**config.mk**
```make
export PLATFORM = sky130hd
export DESIGN_NAME = duplicate_access_filter
export DESIGN_NICKNAME = d
export VERILOG_FILES = /design/src/rtl/core/daf_pkg.sv /design/src/rtl/core/duplicate_access_filter.sv /design/src/rtl/core/daf_ctrl.sv /design/src/rtl/core/daf_datapath.sv
export SDC_FILE = /design/constraint.sdc
export NUM_CORES = 1
export LEC_CHECK = 0
export ABC_AREA = 1
export BUFFER_PORTS_ARGS = -buffer_cell sky130_fd_sc_hd__buf_2
export CAP_MARGIN = 40
export CORE_MARGIN = 2
export CORE_UTILIZATION = 40
export DETAILED_ROUTE_END_ITERATION = 8
export GPL_ROUTABILITY_DRIVEN = 1
export PLACE_DENSITY = 0.66
export RECOVER_POWER = 50
export SETUP_SLACK_MARGIN = 0.5
export SLEW_MARGIN = 5
export SYNTH_ARGS = -nofsm -noshare
export SYNTH_HDL_FRONTEND = slang
export SYNTH_SLANG_ARGS = --single-unit
```
**constraint.sdc**
```tcl
create_clock -name clk -period 6.27 [get_ports clk]
set_input_delay 1.254 -clock clk [delete_from_list [all_inputs] [get_ports clk]]
set_output_delay 1.254 -clock clk [all_outputs]
set_load 0.05 [all_outputs]
```
**src/rtl/core/daf_pkg.sv**
```systemverilog
package daf_pkg;

    localparam int ADDR_W = 64;
    localparam int TASK_W = 64;

    // Table update chosen by the controller for the apply step.
    typedef enum logic [2:0] {
        OP_NONE,
        OP_NEW_TASK,
        OP_SKIP,
        OP_HIT,
        OP_INSERT,
        OP_OVERWRITE
    } daf_op_t;

    typedef struct packed {
        logic    load;
        logic    match;
        daf_op_t op;
    } daf_cmd_t;

    typedef struct packed {
        logic task_change;
        logic addr_zero;
        logic hit;
        logic full;
    } daf_status_t;

endpackage

```
**src/rtl/core/duplicate_access_filter.sv**
```systemverilog
// A word accepted with start is answered by a one-cycle done strobe after the match and apply states.
// A new word is not taken while busy; busy covers the compare and the table update.
// The compare against the valid table slots runs in the match state, the table update in the apply state.
// The receiver cannot stall: is_duplicate is valid only in the cycle that done is high.
// Reset (rst_n low, asynchronous) empties the table and sets the recorded task id to zero.
module duplicate_access_filter
    import daf_pkg::*;
#(
    parameter int TABLE_ENTRIES = 8
)
(
    input  logic              clk,
    input  logic              rst_n,
    input  logic              start,
    output logic              busy,
    input  logic [ADDR_W-1:0] access_address,
    input  logic              access_is_write,
    input  logic [TASK_W-1:0] task_ident,
    output logic              done,
    output logic              is_duplicate
);

    daf_cmd_t    cmd;
    daf_status_t status;

    daf_ctrl u_ctrl (
        .clk    (clk),
        .rst_n  (rst_n),
        .start  (start),
        .status (status),
        .cmd    (cmd),
        .busy   (busy),
        .done   (done)
    );

    daf_datapath #(
        .TABLE_ENTRIES (TABLE_ENTRIES)
    ) u_datapath (
        .clk             (clk),
        .rst_n           (rst_n),
        .cmd             (cmd),
        .access_address  (access_address),
        .access_is_write (access_is_write),
        .task_ident      (task_ident),
        .status          (status),
        .is_duplicate    (is_duplicate)
    );

endmodule

```
**src/rtl/core/daf_ctrl.sv**
```systemverilog
module daf_ctrl
    import daf_pkg::*;
(
    input  logic        clk,
    input  logic        rst_n,
    input  logic        start,
    input  daf_status_t status,
    output daf_cmd_t    cmd,
    output logic        busy,
    output logic        done
);

    typedef enum logic [1:0] {
        ST_IDLE,
        ST_MATCH,
        ST_APPLY
    } state_t;

    state_t  state_reg;
    state_t  state_next;
    logic    done_reg;
    daf_op_t op_sel;

    always_comb
    begin
        if (status.task_change)
        begin
            op_sel = OP_NEW_TASK;
        end
        else if (status.addr_zero)
        begin
            op_sel = OP_SKIP;
        end
        else if (status.hit)
        begin
            op_sel = OP_HIT;
        end
        else if (status.full)
        begin
            op_sel = OP_OVERWRITE;
        end
        else
        begin
            op_sel = OP_INSERT;
        end
    end

    always_comb
    begin
        state_next = state_reg;
        case (state_reg)
            ST_IDLE:
            begin
                if (start)
                begin
                    state_next = ST_MATCH;
                end
            end
            ST_MATCH:
            begin
                state_next = ST_APPLY;
            end
            ST_APPLY:
            begin
                state_next = ST_IDLE;
            end
            default:
            begin
                state_next = ST_IDLE;
            end
        endcase
    end

    always_ff @(posedge clk or negedge rst_n)
    begin
        if (!rst_n)
        begin
            state_reg <= ST_IDLE;
            done_reg  <= 1'b0;
        end
        else
        begin
            state_reg <= state_next;
            done_reg  <= (state_reg == ST_APPLY);
        end
    end

    assign cmd.load  = (state_reg == ST_IDLE) && start;
    assign cmd.match = (state_reg == ST_MATCH);
    assign cmd.op    = (state_reg == ST_APPLY) ? op_sel : OP_NONE;
    assign busy      = (state_reg != ST_IDLE);
    assign done      = done_reg;

endmodule

```
**src/rtl/core/daf_datapath.sv**
```systemverilog
module daf_datapath
    import daf_pkg::*;
#(
    parameter int TABLE_ENTRIES = 8
)
(
    input  logic              clk,
    input  logic              rst_n,
    input  daf_cmd_t          cmd,
    input  logic [ADDR_W-1:0] access_address,
    input  logic              access_is_write,
    input  logic [TASK_W-1:0] task_ident,
    output daf_status_t       status,
    output logic              is_duplicate
);

    localparam int CNT_W = $clog2(TABLE_ENTRIES + 1);

    logic [ADDR_W-1:0]        addr_reg;
    logic                     wr_reg;
    logic [TASK_W-1:0]        task_reg;

    logic [ADDR_W-1:0]        entry_addr_reg [TABLE_ENTRIES];
    logic [TABLE_ENTRIES-1:0] entry_wr_reg;
    logic [CNT_W-1:0]         count_reg;
    logic [CNT_W-1:0]         count_next;
    logic [TASK_W-1:0]        cur_task_reg;

    logic [TABLE_ENTRIES-1:0] hit_reg;
    logic [TABLE_ENTRIES-1:0] hit_next;
    daf_status_t              status_reg;
    logic                     dup_reg;

    logic [TABLE_ENTRIES-1:0] shift_en;
    logic                     prev_wr;

    // Input capture and the parallel compare against every valid entry.
    always_comb
    begin
        for (int i = 0; i < TABLE_ENTRIES; i++)
        begin
            hit_next[i] = (CNT_W'(i) < count_reg) && (entry_addr_reg[i] == addr_reg);
        end
    end

    always_ff @(posedge clk)
    begin
        if (cmd.load)
        begin
            addr_reg <= access_address;
            wr_reg   <= access_is_write;
            task_reg <= task_ident;
        end
        if (cmd.match)
        begin
            hit_reg                <= hit_next;
            status_reg.task_change <= (task_reg != cur_task_reg);
            status_reg.addr_zero   <= (addr_reg == '0);
            status_reg.hit         <= |hit_next;
            status_reg.full        <= (count_reg == CNT_W'(TABLE_ENTRIES));
        end
    end

    assign prev_wr = |(hit_reg & entry_wr_reg);

    // Slots that take the word of their front neighbor; slot zero takes the access.
    always_comb
    begin
        for (int i = 0; i < TABLE_ENTRIES; i++)
        begin
            case (cmd.op)
                OP_HIT:
                begin
                    shift_en[i] = |(hit_reg >> i);
                end
                OP_INSERT:
                begin
                    shift_en[i] = (CNT_W'(i) <= count_reg);
                end
                default:
                begin
                    shift_en[i] = 1'b0;
                end
            endcase
        end
    end

    always_comb
    begin
        count_next = count_reg;
        case (cmd.op)
            OP_NEW_TASK:
            begin
                count_next = status_reg.addr_zero ? '0 : CNT_W'(1);
            end
            OP_INSERT:
            begin
                count_next = count_reg + CNT_W'(1);
            end
            default:
            begin
                count_next = count_reg;
            end
        endcase
    end

    always_ff @(posedge clk)
    begin
        if (shift_en[0])
        begin
            entry_addr_reg[0] <= addr_reg;
            entry_wr_reg[0]   <= wr_reg;
        end
        for (int i = 1; i < TABLE_ENTRIES; i++)
        begin
            if (shift_en[i])
            begin
                entry_addr_reg[i] <= entry_addr_reg[i-1];
                entry_wr_reg[i]   <= entry_wr_reg[i-1];
            end
        end
        if (cmd.op == OP_NEW_TASK)
        begin
            entry_addr_reg[0] <= addr_reg;
            entry_wr_reg[0]   <= wr_reg;
        end
        if (cmd.op == OP_OVERWRITE)
        begin
            entry_addr_reg[TABLE_ENTRIES-1] <= addr_reg;
            entry_wr_reg[TABLE_ENTRIES-1]   <= wr_reg;
        end
        if (cmd.op != OP_NONE)
        begin
            // A read followed by a write of the same address must be checked again.
            dup_reg <= (cmd.op == OP_HIT) && !(!prev_wr && wr_reg);
        end
    end

    always_ff @(posedge clk or negedge rst_n)
    begin
        if (!rst_n)
        begin
            count_reg    <= '0;
            cur_task_reg <= '0;
        end
        else
        begin
            count_reg <= count_next;
            if (cmd.op == OP_NEW_TASK)
            begin
                cur_task_reg <= task_reg;
            end
        end
    end

    assign status       = status_reg;
    assign is_duplicate = dup_reg;

endmodule

```
==> impl_metrics.py <==
metrics = {
    "clock_network": {
        "cts.sinks": 733,
        "cts_buffer_depth": 3,
        "clock_latency_ns": 0.66,
        "clk_pin_slew_ns": 0.06,
        "post_cts_buffers": 0,
        "numCtsBuffers": 81,
        "cts-root-buf": "clkbuf_16",
        "cts_resized": 0,
        "ctsHtreeMaxLevel": 3,
        "postCtsHoldBufs": 0,
        "tritoncts": "done",
    },
    "sta": {
        "finalHoldViolCount": 0,
        "setup_viol": 0,
        "fin_skew_ns": 0.05198,
        "relSlewSlack_pct": -128.6,
        "maxSlewViolCount": 185,
        "tns_ns": 0,
        "rsz0062_at_grt": "no",
        "period_needed_ns": 3.851,
        "min_period_over_period_pct": 61.42,
        "fmax_mhz": 259.7,
        "worstMarginPinSlew_ns": 3.429,
    },
    "grt": {
        "overflow": 0,
        "grt_max_degree": 130,
        "antenna_found_initial": 0,
        "grt_pass1_vias": 24143,
        "grt_pass1_wl_um": 170700,
        "grtUsageTotal_pct": 27.14,
    },
    "final_layout": {
        "areaGrowthSynthToFinish_pct": 13.01,
        "fin_nets": 3749,
        "final_cell_mix": "nand2_1 (1081), edfxtp_1 (662), inv_1 (348), nor2_1 (325), xnor2_1 (206)",
        "largest_register_ffs": 512,
        "fill_cells": 8133,
        "drive_gt1_share_pct": 9.878,
        "final_common_cell": "nand2_1",
    },
    "logic_synthesis": {
        "synth_fa_ha_area_share_pct": 0.1075,
        "synth_top_area_cell": "edfxtp_1",
        "synth_top_family_by_area": "simple AND/OR/NAND/NOR gates",
        "yosysWarnings": 0,
        "avgSynthCellArea_sq_um": 10.17,
        "synth_compound_area_share_pct": 1.752,
        "synthTopCellsByArea": "edfxtp_1 (57%), nand2_1 (12%), xnor2_1 (5.2%)",
        "synthDominantCellAreaShare_pct": 56.93,
        "yosysSeqAreaShare_pct": 62.02,
        "synth_cells": 3433,
        "synth_xor_area_share_pct": 7.048,
        "netlist_area_sq_um": 34920,
        "synth_mux_area_share_pct": 1.870,
        "yosysUniqueCellTypes": 44,
        "synth_nets": 3568,
        "synth_seq_cells": 733,
        "synthSimpleGateAreaFrac_pct": 21.66,
    },
    "drt": {
        "dr.pass1.iters": 6,
        "routedWlPerCell_um": 25.32,
        "drc": 0,
        "wl_um": 122300,
        "vias": 25073,
        "ant_nets": 0,
        "drt_iter0_markers": 2869,
        "via_per_inst": 5.190,
    },
    "min_path": {
        "min_path_type": "flop to flop",
    },
    "pwr": {
        "p_leak_nw": 15.74,
        "power_w": 0.01188,
        "power_per_cell_area_nw_per_um2": 301.1,
        "vdd_drop_max_v": 0.0002374,
    },
    "status": {
        "violations": "capacitance limit, slew limit",
        "status": "finished, violations left",
    },
    "floorplanning": {
        "core_area_sq_um": 86620,
        "start_util_pct": 40.31,
        "die_w_um": 299.5,
        "num_rows": 108,
        "die_h_um": 299.5,
        "boundaryPins": 135,
        "dieArea_sq_um": 89670,
    },
    "worst_setup_path": {
        "startpoint_type": "input port",
        "crit_type": "input port to flop",
        "required_ns": 6.45,
        "setup.worst_path.end_class": "flop",
        "cp_max_fo": 129,
        "arrival_ns": 4.03,
    },
    "placed_design": {
        "hpwl_um": 98350,
        "io_buffer_count": 134,
        "place.gp.congestion": 1.017,
    },
    "run": {
        "cap_violations": 3,
    },
}
[Yosys cell counts, drive strengths merged]
cell	instances
or2	41
nor3b	23
nand2b	5
and3	3
o2111ai	6
nor4	35
inv	364
nor4b	3
clkbuf	4
ha	3
edfxtp	662
nor2	326
nand2	1087
buf	88
or3b	1
a31oi	2
o22ai	4
o32ai	1
a221oi	2
nand3	110
a21oi	4
xor2	75
o21ai	95
nor3	31
nand3b	5
nor2b	1
nand4	117
xnor2	206
dfrtp	71
mux2	58
[routing by layer]
layer	vias up	routed length, um	share of wire [%]	GRT usage (%)
met2	1148	54000	44	41.45
met3	245	7984	6.5	3.044
li1	11708	-	-	-
met5	-	0	0	0
met4	0	8171	6.7	16.85
met1	11972	52170	43	37.20
[through the flow]
stage / util, % / std cells / cell area (sq um) / hold slack (ns) / setup WS (ns)
global route: 45.55 / 4830 / 39460 / 0.4557 / 2.127
finish: 45.56 / 4831 / 39460 / 0.4506 / 2.419
CTS: 45.81 / 4830 / 39680 / 0.4516 / 3.260
detailed placement: 42.88 / 4686 / 37150 / 0.4357 / 3.298
global placement: 42.63 / 4677 / 36920 / 0.4334 / 3.254
floorplan: - / 3433 / 34920 / 0.4206 / 1.174
[worst paths after layout]
kind | startpoint | end | slack, ns | cells past startpoint
setup / recovery | start | u_datapath.addr_reg[42] | 2.42 | 4
hold / removal | u_datapath.entry_wr_reg[5] | u_datapath.entry_wr_reg[6] | 0.45 | 0
setup reg to reg | u_ctrl.state_reg[0] | u_datapath.addr_reg[42] | 2.57 | 4
hold reg to reg | u_datapath.entry_wr_reg[5] | u_datapath.entry_wr_reg[6] | 0.45 | 0
max in group asynchronous | rst_n | u_datapath.cur_task_reg[11] | 4.27 | 1
min in group asynchronous | rst_n | u_datapath.cur_task_reg[19] | 1.01 | 1
[critical path, stage by stage]
cell,delay (ns)
buf_2,0.08
inv_1,0.06
nor2_4,0.10
clkbuf_2,2.21
[area by class of cell]
| cell class | instances | area [sq um] | area share, % |
|---|---|---|---|
| antenna | 1 | 2.502 | 0.006342 |
| clock buffer | 103 | 2130 | 5.397 |
| clock inverter | 41 | 407.9 | 1.034 |
| inverter | 364 | 1366 | 3.463 |
| multi-input combinational | 2244 | 11390 | 28.86 |
| sequential | 733 | 21660 | 54.88 |
| tap | 1155 | 1445 | 3.662 |
| timing repair buffer | 190 | 1065 | 2.698 |
[kinds of logic (layout without fill, tap and decap cells)]
family,after synthesis,after routing
and+or+nand+nor,1788,1788
DFF,733,733
buffers and inverters,456,698
xor gates and xnor gates,281,281
AOI/OAI and AO/OA,114,114
muxes,58,58
adders and majority gates,3,3
other,0,1
[where the power goes]
part	total, W	leakage [nW]	internal, W	switching [W]
combinational	0.00135	7.64	0.000505	0.000843
sequential	0.00589	6.87	0.00563	0.000258
clock	0.00465	1.22	0.00262	0.00202
total	0.0119	15.7	0.00876	0.00312
No activity file was read; power rests on OpenSTA's default activity.
